--- config.mk ---
export PLATFORM = sky130hd
export DESIGN_NAME = position_sweep_generator_top
export DESIGN_NICKNAME = d
export VERILOG_FILES = /design/src/rtl/core/psg_pkg.sv /design/src/rtl/core/position_sweep_generator_top.sv
export SDC_FILE = /design/constraint.sdc
export NUM_CORES = 1
export LEC_CHECK = 0
export BUFFER_PORTS_ARGS = -buffer_cell sky130_fd_sc_hd__buf_2
export CAP_MARGIN = 20
export CORE_ASPECT_RATIO = 1.5
export CORE_MARGIN = 2
export CORE_UTILIZATION = 40
export CTS_BUF_LIST = sky130_fd_sc_hd__clkbuf_16
export DETAILED_ROUTE_END_ITERATION = 7
export HOLD_SLACK_MARGIN = 0.03
export PLACE_DENSITY_LB_ADDON = 0.15
export SLEW_MARGIN = 20
export SYNTH_ARGS = -nofsm -noshare
export SYNTH_HDL_FRONTEND = slang
export SYNTH_SLANG_ARGS = --single-unit
--- constraint.sdc ---
create_clock -name clk -period 7.4 [get_ports clk]
set_input_delay 1.11 -clock clk [delete_from_list [all_inputs] [get_ports clk]]
set_output_delay 1.11 -clock clk [all_outputs]
set_load 0.02 [all_outputs]
--- src/rtl/core/psg_pkg.sv ---
`default_nettype none

package psg_pkg;

  // Width of the completed-sweeps result field
  localparam int SWEEPS_W = 32;

  // Width of the configuration register index
  localparam int CFG_IDX_W = 2;

  // Configuration register reset values
  localparam int RST_FROM   = 0;
  localparam int RST_TO     = 100;
  localparam int RST_STEP   = 1;
  localparam bit RST_BOUNCE = 1'b0;

  // Direction command codes carried with each input beat
  typedef enum logic [1:0] {
    DIR_NONE   = 2'd0,
    DIR_FWD    = 2'd1,
    DIR_REV    = 2'd2,
    DIR_TOGGLE = 2'd3
  } dir_cmd_t;

  // Configuration register map
  typedef enum logic [CFG_IDX_W-1:0] {
    CFG_FROM   = 2'd0,
    CFG_TO     = 2'd1,
    CFG_STEP   = 2'd2,
    CFG_BOUNCE = 2'd3
  } cfg_reg_t;

endpackage

`default_nettype wire

--- src/rtl/core/position_sweep_generator_top.sv ---
`default_nettype none

// Position sweep generator: sawtooth (wrap) or triangle (bounce) position sweep.
// Input channel (in_valid / in_stall) carries one beat per step request:
// advance, restart and a direction command. Each accepted beat yields exactly
// one result beat on the output channel (out_valid / out_stall) with the new
// position, the direction and the number of completed sweeps.
// The result of an accepted beat is loaded into the output register at the
// accepting edge. Throughput is one beat per cycle while out_stall is low; the
// single update path (an add and a subtract, bound compares and a select on the
// registered position) sets that rate.
// in_stall is high only while a result is held and out_stall is high, so a
// waiting result blocks further beats until taken and nothing is dropped.
// Configuration writes (cfg_valid / cfg_ready) are always taken; bounds, step
// and mode act at once, position and direction reload only on restart.
// Synchronous reset (rst_n low) loads the default configuration, performs the
// start-up sequence and empties the output register.
module position_sweep_generator_top #(
  parameter int POS_WIDTH   = 16,
  parameter int COUNT_WIDTH = 32
) (
  input  wire                                  clk,
  input  wire                                  rst_n,
  // Configuration write channel
  input  wire                                  cfg_valid,
  output logic                                 cfg_ready,
  input  wire  psg_pkg::cfg_reg_t              cfg_index,
  input  wire  [POS_WIDTH-1:0]                 cfg_data,
  // Input channel
  input  wire                                  in_valid,
  output logic                                 in_stall,
  input  wire                                  in_advance,
  input  wire                                  in_restart,
  input  wire  psg_pkg::dir_cmd_t              in_dir_command,
  // Output channel
  output logic                                 out_valid,
  input  wire                                  out_stall,
  output logic signed [POS_WIDTH:0]            out_position,
  output logic                                 out_moving_forward,
  output logic [psg_pkg::SWEEPS_W-1:0]         out_sweeps_done
);

  import psg_pkg::*;

  localparam int PW   = POS_WIDTH + 1;   // position width
  localparam int EW   = POS_WIDTH + 2;   // working width for step arithmetic
  localparam int SW   = POS_WIDTH - 1;   // step width

  localparam logic signed [EW-1:0] POS_MAX_E = {2'b00, {POS_WIDTH{1'b1}}};
  localparam logic signed [EW-1:0] POS_MIN_E = {2'b11, {POS_WIDTH{1'b0}}};

  localparam bit                   RST_DIR = (RST_FROM < RST_TO);
  localparam logic signed [PW-1:0] RST_POS = RST_DIR ? PW'(RST_FROM - RST_STEP)
                                                     : PW'(RST_FROM + RST_STEP);

  // Configuration registers
  logic signed [POS_WIDTH-1:0] cfg_from_r;
  logic signed [POS_WIDTH-1:0] cfg_to_r;
  logic        [SW-1:0]        cfg_step_r;
  logic                        cfg_bounce_r;

  // Sweep state
  logic signed [PW-1:0]        pos_r,  pos_nxt;
  logic                        dir_r,  dir_nxt;
  logic [COUNT_WIDTH-1:0]      hits_r, hits_nxt;

  // Output register
  logic                        out_valid_r;
  logic signed [PW-1:0]        out_pos_r;
  logic                        out_dir_r;
  logic [SWEEPS_W-1:0]         out_done_r;

  logic                        in_take;
  logic                        cfg_take;

  // Working values
  logic signed [EW-1:0]        from_e, to_e, lo_e, hi_e, step_e, pos_e;
  logic signed [EW-1:0]        pos_plus, pos_minus, start_e, step_res;
  logic                        fwd_cfg, dir_mid, dir_step, hit;
  logic [COUNT_WIDTH-1:0]      done_full;
  logic [SWEEPS_W-1:0]         done_out;

  function automatic logic signed [PW-1:0] sat_pos(input logic signed [EW-1:0] v);
    logic signed [EW-1:0] c;
    if (v > POS_MAX_E) begin
      c = POS_MAX_E;
    end else if (v < POS_MIN_E) begin
      c = POS_MIN_E;
    end else begin
      c = v;
    end
    return c[PW-1:0];
  endfunction

  assign cfg_ready = 1'b1;
  assign cfg_take  = cfg_valid & cfg_ready;

  // Accept a beat whenever the output register is empty or being drained
  assign in_stall = out_valid_r & out_stall;
  assign in_take  = in_valid & ~in_stall;

  // Extend configuration and state into the working width
  always_comb begin
    from_e    = {{2{cfg_from_r[POS_WIDTH-1]}}, cfg_from_r};
    to_e      = {{2{cfg_to_r[POS_WIDTH-1]}}, cfg_to_r};
    step_e    = {{(EW-SW){1'b0}}, cfg_step_r};
    pos_e     = {pos_r[PW-1], pos_r};
    fwd_cfg   = (cfg_from_r < cfg_to_r);
    lo_e      = fwd_cfg ? from_e : to_e;
    hi_e      = fwd_cfg ? to_e : from_e;
    pos_plus  = pos_e + step_e;
    pos_minus = pos_e - step_e;
    start_e   = fwd_cfg ? (from_e - step_e) : (from_e + step_e);
  end

  // Apply the direction command, then take one step
  always_comb begin
    case (in_dir_command)
      DIR_NONE:   dir_mid = dir_r;
      DIR_FWD:    dir_mid = 1'b1;
      DIR_REV:    dir_mid = 1'b0;
      DIR_TOGGLE: dir_mid = ~dir_r;
      default:    dir_mid = dir_r;
    endcase

    dir_step = dir_mid;
    hit      = 1'b0;
    step_res = pos_e;
    if (!cfg_bounce_r) begin
      // Wrap: jump to the opposite bound once past a bound
      if (dir_mid) begin
        if (pos_plus > hi_e) begin
          step_res = lo_e;
          hit      = 1'b1;
        end else begin
          step_res = pos_plus;
        end
      end else begin
        if (pos_minus < lo_e) begin
          step_res = hi_e;
          hit      = 1'b1;
        end else begin
          step_res = pos_minus;
        end
      end
    end else begin
      // Bounce: turn around at or beyond a bound and step back
      if (dir_mid) begin
        if (pos_e < hi_e) begin
          step_res = pos_plus;
        end else begin
          step_res = pos_minus;
          dir_step = 1'b0;
          hit      = 1'b1;
        end
      end else begin
        if (pos_e > lo_e) begin
          step_res = pos_minus;
        end else begin
          step_res = pos_plus;
          dir_step = 1'b1;
          hit      = 1'b1;
        end
      end
    end
  end

  // Next sweep state for the beat being accepted
  always_comb begin
    pos_nxt  = pos_r;
    dir_nxt  = dir_r;
    hits_nxt = hits_r;
    if (in_take) begin
      if (in_restart) begin
        pos_nxt  = sat_pos(start_e);
        dir_nxt  = fwd_cfg;
        hits_nxt = '0;
      end else if (in_advance) begin
        pos_nxt  = sat_pos(step_res);
        dir_nxt  = dir_step;
        hits_nxt = hits_r + (hit ? COUNT_WIDTH'(1) : COUNT_WIDTH'(0));
      end else begin
        dir_nxt  = dir_mid;
      end
    end
  end

  // Completed sweeps: hit count, halved in bounce mode
  assign done_full = cfg_bounce_r ? (hits_nxt >> 1) : hits_nxt;

  generate
    if (COUNT_WIDTH >= SWEEPS_W) begin : g_done_trunc
      assign done_out = done_full[SWEEPS_W-1:0];
    end else begin : g_done_ext
      assign done_out = {{(SWEEPS_W-COUNT_WIDTH){1'b0}}, done_full};
    end
  endgenerate

  // Configuration registers
  always_ff @(posedge clk) begin
    if (!rst_n) begin
      cfg_from_r   <= POS_WIDTH'(RST_FROM);
      cfg_to_r     <= POS_WIDTH'(RST_TO);
      cfg_step_r   <= SW'(RST_STEP);
      cfg_bounce_r <= RST_BOUNCE;
    end else if (cfg_take) begin
      case (cfg_index)
        CFG_FROM:   cfg_from_r   <= cfg_data;
        CFG_TO:     cfg_to_r     <= cfg_data;
        CFG_STEP:   cfg_step_r   <= cfg_data[SW-1:0];
        CFG_BOUNCE: cfg_bounce_r <= cfg_data[0];
        default:    ;
      endcase
    end
  end

  // Sweep state registers
  always_ff @(posedge clk) begin
    if (!rst_n) begin
      pos_r  <= RST_POS;
      dir_r  <= RST_DIR;
      hits_r <= '0;
    end else begin
      pos_r  <= pos_nxt;
      dir_r  <= dir_nxt;
      hits_r <= hits_nxt;
    end
  end

  // Output register: load on accept, drop when taken, hold while stalled
  always_ff @(posedge clk) begin
    if (!rst_n) begin
      out_valid_r <= 1'b0;
    end else if (in_take) begin
      out_valid_r <= 1'b1;
    end else if (!out_stall) begin
      out_valid_r <= 1'b0;
    end
  end

  always_ff @(posedge clk) begin
    if (in_take) begin
      out_pos_r  <= pos_nxt;
      out_dir_r  <= dir_nxt;
      out_done_r <= done_out;
    end
  end

  assign out_valid          = out_valid_r;
  assign out_position       = out_pos_r;
  assign out_moving_forward = out_dir_r;
  assign out_sweeps_done    = out_done_r;

endmodule

`default_nettype wire

# ---- Word-level counts from Yosys, hierarchy flattened
# Cells that the tools add are included.
dict set report totals {
  register_bits 149
  latchBits 0
  ram_bits 0
  rom_bits 0
  inputBits 27
  out_inout_bits 53
  word_cells 81
  n_memories 0
}
dict set report op_classes {
  addsub 5
  mul 0
  div 0
  n_lt_le_gt_ge 9
  n_eq_ne 7
  n_shift 0
  muxes 38
  bitwise 4
  n_reduce_logical 6
}
# cell count
set ops {}
lappend ops {{$mux W18} 10}
lappend ops {{$mux W17} 7}
lappend ops {{$mux W32} 3}
lappend ops {{$gt A18 B17 Y1 const B} 2}
lappend ops {{$lt A18 B17 Y1 const B} 2}
lappend ops {{$add A32 B1 Y32} 1}
lappend ops {{$mux W31} 1}
lappend ops {{$add A17 B16 Y18} 1}
lappend ops {{$gt A17 B18 Y1} 1}
lappend ops {{$gt A18 B18 Y1} 1}
lappend ops {{$lt A17 B18 Y1} 1}
lappend ops {{$lt A18 B18 Y1} 1}
lappend ops {{$sub A17 B16 Y18} 1}
lappend ops {{$add A16 B16 Y17} 1}
lappend ops {{$sub A16 B16 Y17} 1}
lappend ops {{$lt A16 B16 Y1} 1}
lappend ops {{$mux W1} 16}
lappend ops {{$eq A2 B2 Y1 const B} 4}
lappend ops {{$reduce_and A2 Y1} 4}
lappend ops {{$eq A2 B1 Y1 const B} 2}
lappend ops {{$logic_not A2 Y1} 2}
lappend ops {{$pmux W1 S4} 1}
lappend ops {{$and A1 B1 Y1} 2}
lappend ops {{$ne A2 B1 Y1 const B} 1}
lappend ops {{$not A1 Y1} 2}

# ---- Longest topological paths before layout
dict set report logic_depth {
  depth_word 12
  depth_mapped 38
  depth_no_buf 35
}

# ---- Worst setup path after synthesis
# No wires, ideal clock.
dict set report synth_timing {
  kind {flip-flop to flip-flop}
  startpoint {reg cfg_to_r[15]}
  endpoint {reg out_done_r[30], in the netlist out_sweeps_done[30], data pin}
  setup_ns 0.268
  arrival_ns 6.588
  setup_slack_ns 0.545
  stages_incl_launch_ff 36
  n_path_buf 4
  synth_period_minus_slack_ns 6.855
  cell_sequence {dfxtp_1 -> inv_1 -> ha_1 -> buf_2 -> and4_1 -> nand2_1 -> o21a_1 -> nor2_1 -> clkbuf_1 -> clkbuf_1 -> a21o_1 -> inv_1 -> ha_1 -> a21o_1 -> a21o_1 -> a21oi_1 -> o211ai_1 -> a221oi_1 -> nand3_1 -> a41oi_2 -> xor2_1 -> nand2_1 -> clkbuf_1 -> a21oi_1 -> o22a_1 -> ha_1 -> and4_1 -> and2_1 -> nor2b_1 -> and2_1 -> nor2b_1 -> nor2b_1 -> nand4_1 -> xnor2_1 -> nand3_1 -> o21ai_0}
}
dict set report synth_via {
  elab_chain_len 12
}
# element line_no
set synth_lines {}
lappend synth_lines {{from (decl)} position_sweep_generator_top.sv:58} ;# logic signed [POS_WIDTH-1:0] cfg_to_r;
lappend synth_lines {{from (signal assigned)} position_sweep_generator_top.sv:203} ;# cfg_to_r <= POS_WIDTH'(RST_TO);
lappend synth_lines {{from (signal assigned)} position_sweep_generator_top.sv:209} ;# CFG_TO: cfg_to_r <= cfg_data;
lappend synth_lines {{$lt A16 B16 Y1} position_sweep_generator_top.sv:108} ;# fwd_cfg = (cfg_from_r < cfg_to_r);
lappend synth_lines {{$mux W18, on equally long branches} {position_sweep_generator_top.sv:109, position_sweep_generator_top.sv:110}}
lappend synth_lines {{$lt A18 B18 Y1, or another cell as far along} position_sweep_generator_top.sv:139} ;# if (pos_minus < lo_e) begin
lappend synth_lines {{$mux W1, on equally long branches} --}
lappend synth_lines {{$mux W1, on equally long branches} {position_sweep_generator_top.sv:131, position_sweep_generator_top.sv:148}}
lappend synth_lines {{$mux W1 (*)} position_sweep_generator_top.sv:129} ;# if (!cfg_bounce_r) begin
lappend synth_lines {{$mux W1 (*)} position_sweep_generator_top.sv:181} ;# hits_nxt = hits_r + (hit ? COUNT_WIDTH'(1) : COUNT_WIDTH'(0));
lappend synth_lines {{$add A32 B1 Y32 (*)} position_sweep_generator_top.sv:181}
lappend synth_lines {{$mux W32 (*)} position_sweep_generator_top.sv:178} ;# end else if (in_advance) begin
lappend synth_lines {{$mux W32 (*)} position_sweep_generator_top.sv:174} ;# if (in_restart) begin
lappend synth_lines {{$mux W32 (*)} position_sweep_generator_top.sv:173} ;# if (in_take) begin
lappend synth_lines {{$mux W31 (*)} position_sweep_generator_top.sv:189} ;# assign done_full = cfg_bounce_r ? (hits_nxt >> 1) : hits_nxt;
lappend synth_lines {{named net done_full[30]} position_sweep_generator_top.sv:80} ;# logic [COUNT_WIDTH-1:0] done_full;
lappend synth_lines {{to (signal assigned)} position_sweep_generator_top.sv:245} ;# out_done_r <= done_out;
lappend synth_lines {{to (decl)} position_sweep_generator_top.sv:71} ;# logic [SWEEPS_W-1:0] out_done_r;
# Mark *: on every way through the listed nets, which the timed path passes. The rest lies on a longest branch.
# A chain may end at the register's enable or synchronous reset.

# ---- Worst setup path in the final report
dict set report layout_timing {
  startpoint {reg cfg_step_r[0]}
  endpoint {reg out_done_r[27], in the netlist out_sweeps_done[27], data pin}
}
dict set report layout_via {
  elab_chain_len 11
}
# element line_no
set layout_lines {}
lappend layout_lines {{from (decl)} position_sweep_generator_top.sv:59} ;# logic [SW-1:0] cfg_step_r;
lappend layout_lines {{from (signal assigned)} position_sweep_generator_top.sv:204} ;# cfg_step_r <= SW'(RST_STEP);
lappend layout_lines {{from (signal assigned)} position_sweep_generator_top.sv:210} ;# CFG_STEP: cfg_step_r <= cfg_data[SW-1:0];
lappend layout_lines {{$sub A17 B16 Y18 / $add A17 B16 Y18 (equally long branches)} {position_sweep_generator_top.sv:112, position_sweep_generator_top.sv:111}}
lappend layout_lines {{$lt A18 B18 Y1 / $gt A18 B18 Y1 (equally long branches)} {position_sweep_generator_top.sv:139, position_sweep_generator_top.sv:132}}
lappend layout_lines {{$mux W1, on equally long branches} {position_sweep_generator_top.sv:139, position_sweep_generator_top.sv:132}}
lappend layout_lines {{$mux W1 (*)} position_sweep_generator_top.sv:131} ;# if (dir_mid) begin
lappend layout_lines {{$mux W1 (*)} position_sweep_generator_top.sv:129}
lappend layout_lines {{$mux W1 (*)} position_sweep_generator_top.sv:181}
lappend layout_lines {{$add A32 B1 Y32 (*)} position_sweep_generator_top.sv:181}
lappend layout_lines {{$mux W32 (*)} position_sweep_generator_top.sv:178}
lappend layout_lines {{$mux W32 (*)} position_sweep_generator_top.sv:174}
lappend layout_lines {{$mux W32 (*)} position_sweep_generator_top.sv:173}
lappend layout_lines {{$mux W31 (*)} position_sweep_generator_top.sv:189}
lappend layout_lines {{named net done_full[27]} position_sweep_generator_top.sv:80}
# Marked as above.

==> reports/results.txt <==
status - finished, final reports clean
cell with the most instances after synthesis - nand2_1
hold path depth - 2
Critical Path Slowest Stage Cell - fa_1
setup slack, reg-to-reg - 0.52 ns
register clock-pin slew on the reported worst setup and hold paths - 0.07 ns
class of the worst hold path - reg2reg
Worst R2R End - out_sweeps_done[27]$_DFFE_PP_
number of global-route vias before repair - 12,417
HP Start - cfg_to_r[7]$_SDFFE_PN0P_
gpl congestion - 0.991
Core Util, Final - 0.489
Max-Cap Viols - 0
Syn Area/Cell - 7.94 um^2
period utilization - 0.929
Slew HR - 0.251
Final Max Tran Viols - 0
dpl cells - 2,119
area grow syn2layout - 19.7%
top cell type by total area after synthesis - dfxtp_1
H-tree depth - 4
Worst path max stage delay - 0.41 ns
Vias/cell - 5.78
Final Instance Area - 14,800 um^2
Initial Util - 0.408
CP Data Arrival Time - 7.06 ns
setup_tns - 0 ns
Worst EP required - 7.58 ns
CTS resizes - 0
Fill cells - 3,054
Hold Buf Count CTS - 0
CTS Sinks - 149
Post-Syn Area - 12,400 um^2
Die W - 148 um
maximum fanout along the worst path - 5
setup violators final - 0
RR Startpoint - cfg_step_r[0]$_SDFFE_PN1P_
core area - 30,400 um^2
most frequent cells after synthesis - nand2_1, nor2_1, a21oi_1
Initial DRT Pass Iterations - 6
startpoint types - flip-flop
Antenna Diode Count - 0
drt drc - 0
FF+latch count, synth - 149
CTS tree - built
clk_skew - 0.0146 ns
WHS Endpoint - cfg_to_r[7]$_SDFFE_PN0P_
total power divided by cell area - 281 nW/um^2
Mapped Cells - 1,560
full die area - 32,400 um^2
total chip power - 0.00417 W
number of port buffers - 78
critical path class - reg2reg
Fmax - 145 MHz
Layout Nets - 1,892
post-synth top area share - 0.160
Worst Reg-to-Reg Cells - 36
clock buffer depth - 2
Die H - 220 um
pin count of the biggest net entering global routing - 75
Post-synth EDFFs - 50
Netlist cell types - 84
Routed wire per std cell - 21.9 um
share of synthesized registers carrying an async set or reset - 0
DP Area - 14,200 um^2
Synth Warn # - 0
Synthesized Nets - 1,714
CP most frequent cell - nor2_1
post-route minimum period - 6.88 ns
first-pass GRT wire length - 71.4 mm
share of cells above drive strength 1 - 0.179
total gr overflow - 0
initial antenna violation count - 0
I/O Pins - 80
1st-iter DRT viols - 690
largest cells by area after synthesis - dfxtp_1, ha_1, edfxtp_1
Via Count - 12,429
Detailed Place HPWL - 38.0 mm
register area share after synthesis - 0.281
peak supply drop - 0.000196 V
Slew @ Worst Pin - 1.09 ns
clock root cell - clkbuf_16
Post-CTS Setup Inserts - 0
row count - 78
RSZ-0062 raised after global routing - false
P_leak - 6.15 nW
GRT Util Overall - 0.293
CP endpoint kind - flip-flop
remaining antenna violation count after routing - 0
total CTS buffers - 17
Routed WL - 47.2 mm
fin cells - 2,151
Final Hold Viols - 0
Clock Latency Late Sink - 0.46 ns
Synth Flop Type - dfxtp_1
[registers in the layout, indices dropped and copies added (netlist names)]
register	cells
dir_r	1
out_position	17
hits_r	32
cfg_step_r	15
out_moving_forward	1
out_valid	1
pos_r	17
cfg_to_r	16
cfg_bounce_r	1
out_sweeps_done	32
cfg_from_r	16
[how the worst max path moves through the flow]
| stage | start | to | slack (ns) | cells past startpoint |
|---|---|---|---|---|
| 5_1_grt | cfg_step_r[5]$_SDFFE_PN0P_ | out_sweeps_done[28]$_DFFE_PP_ | 0.07 | 37 |
| 3_3_place_gp | cfg_to_r[10]$_SDFFE_PN0P_ | out_sweeps_done[27]$_DFFE_PP_ | 0.37 | 34 |
| 2_1_floorplan | cfg_to_r[15]$_SDFFE_PN0P_ | out_sweeps_done[30]$_DFFE_PP_ | 0.54 | 35 |
| 6_report | cfg_step_r[0]$_SDFFE_PN1P_ | out_sweeps_done[27]$_DFFE_PP_ | 0.52 | 36 |
| 3_5_place_dp | cfg_to_r[4]$_SDFFE_PN0P_ | out_sweeps_done[27]$_DFFE_PP_ | 0.36 | 33 |
| 4_1_cts | cfg_to_r[4]$_SDFFE_PN0P_ | out_sweeps_done[28]$_DFFE_PP_ | 0.33 | 33 |
[cell type report]
type / count / area (um^2) / share of cell area
Clock buffer: 17 / 425 / 0.0287
Clock inverter: 15 / 204 / 0.0138
Inverter: 87 / 327 / 0.0220
Multi-Input combinational cell: 1253 / 8340 / 0.563
Sequential cell: 149 / 3490 / 0.235
Tap cell: 400 / 500 / 0.0337
Timing Repair Buffer: 230 / 1540 / 0.104
[through the flow]
step | setup slack, ns | hold slack (ns)
after floorplan | 0.545 | 0.449
after global placement | 0.374 | 0.467
after detailed placement | 0.360 | 0.477
after CTS | 0.331 | 0.487
after global routing | 0.0744 | 0.508
final | 0.523 | 0.486
[critical path, delay by kind of cell, from the launching register on]
kind,cells,cell delay [ns]
DFF,1,0.36
and+or+nand+nor,17,2.21
adders and majority gates,5,1.36
AOI/OAI and AO/OA,9,1.76
xor gates and xnor gates,2,0.43
buffers and inverters,3,0.46
[cell families after synthesis]
group	Yosys count	share of synthesized area
other	1	0.000303
adders and majority gates	130	0.133
DFF	149	0.281
AOI/OAI and AO/OA	436	0.229
and+or+nand+nor	555	0.207
buffers and inverters	158	0.0496
xor gates and xnor gates	79	0.0559
muxes	52	0.0437
[layout by cell type (no fill, tap or decap), types with 13 or more instances in the layout]
cell type  netlist  routed
nand2_1        204     204
buf_4            2     151
nor2_1         138     137
a21oi_1        129     126
ha_1           124     124
dfxtp_1         99      97
inv_1           87      88
o21ai_0         79      78
buf_2            5      78
nand3_1         59      59
xnor2_1         56      56
edfxtp_1        50      50
mux2i_1         38      38
nor3_1          34      33
a21o_1          33      33
o211ai_1        29      29
xor2_1          23      23
nor2b_1         17      17
a211oi_1        17      17
a31oi_1         17      17
clkbuf_16        0      17
o21a_1          15      15
o22ai_1         15      15
nand4_1         14      14
and2_1          14      14
nand2b_1        13      13
mux2_2          13      13
o31ai_1         13      13
[report_power, final]
part | internal, W | switching, W | leakage, nW | total, W
clock network | 0.000568 | 0.000402 | 0.308 | 0.000970
logic | 0.000891 | 0.00135 | 4.55 | 0.00224
registers | 0.000911 | 0.0000535 | 1.29 | 0.000964
[layer usage]
metal,routed length (um),GRT usage,part of all wire
met5,0,0,0
met2,23600,0.530,0.50
met3,1770,0.0319,0.038
met1,18100,0.317,0.38
met4,3660,0.209,0.078
No activity file was read; power rests on OpenSTA's default activity.
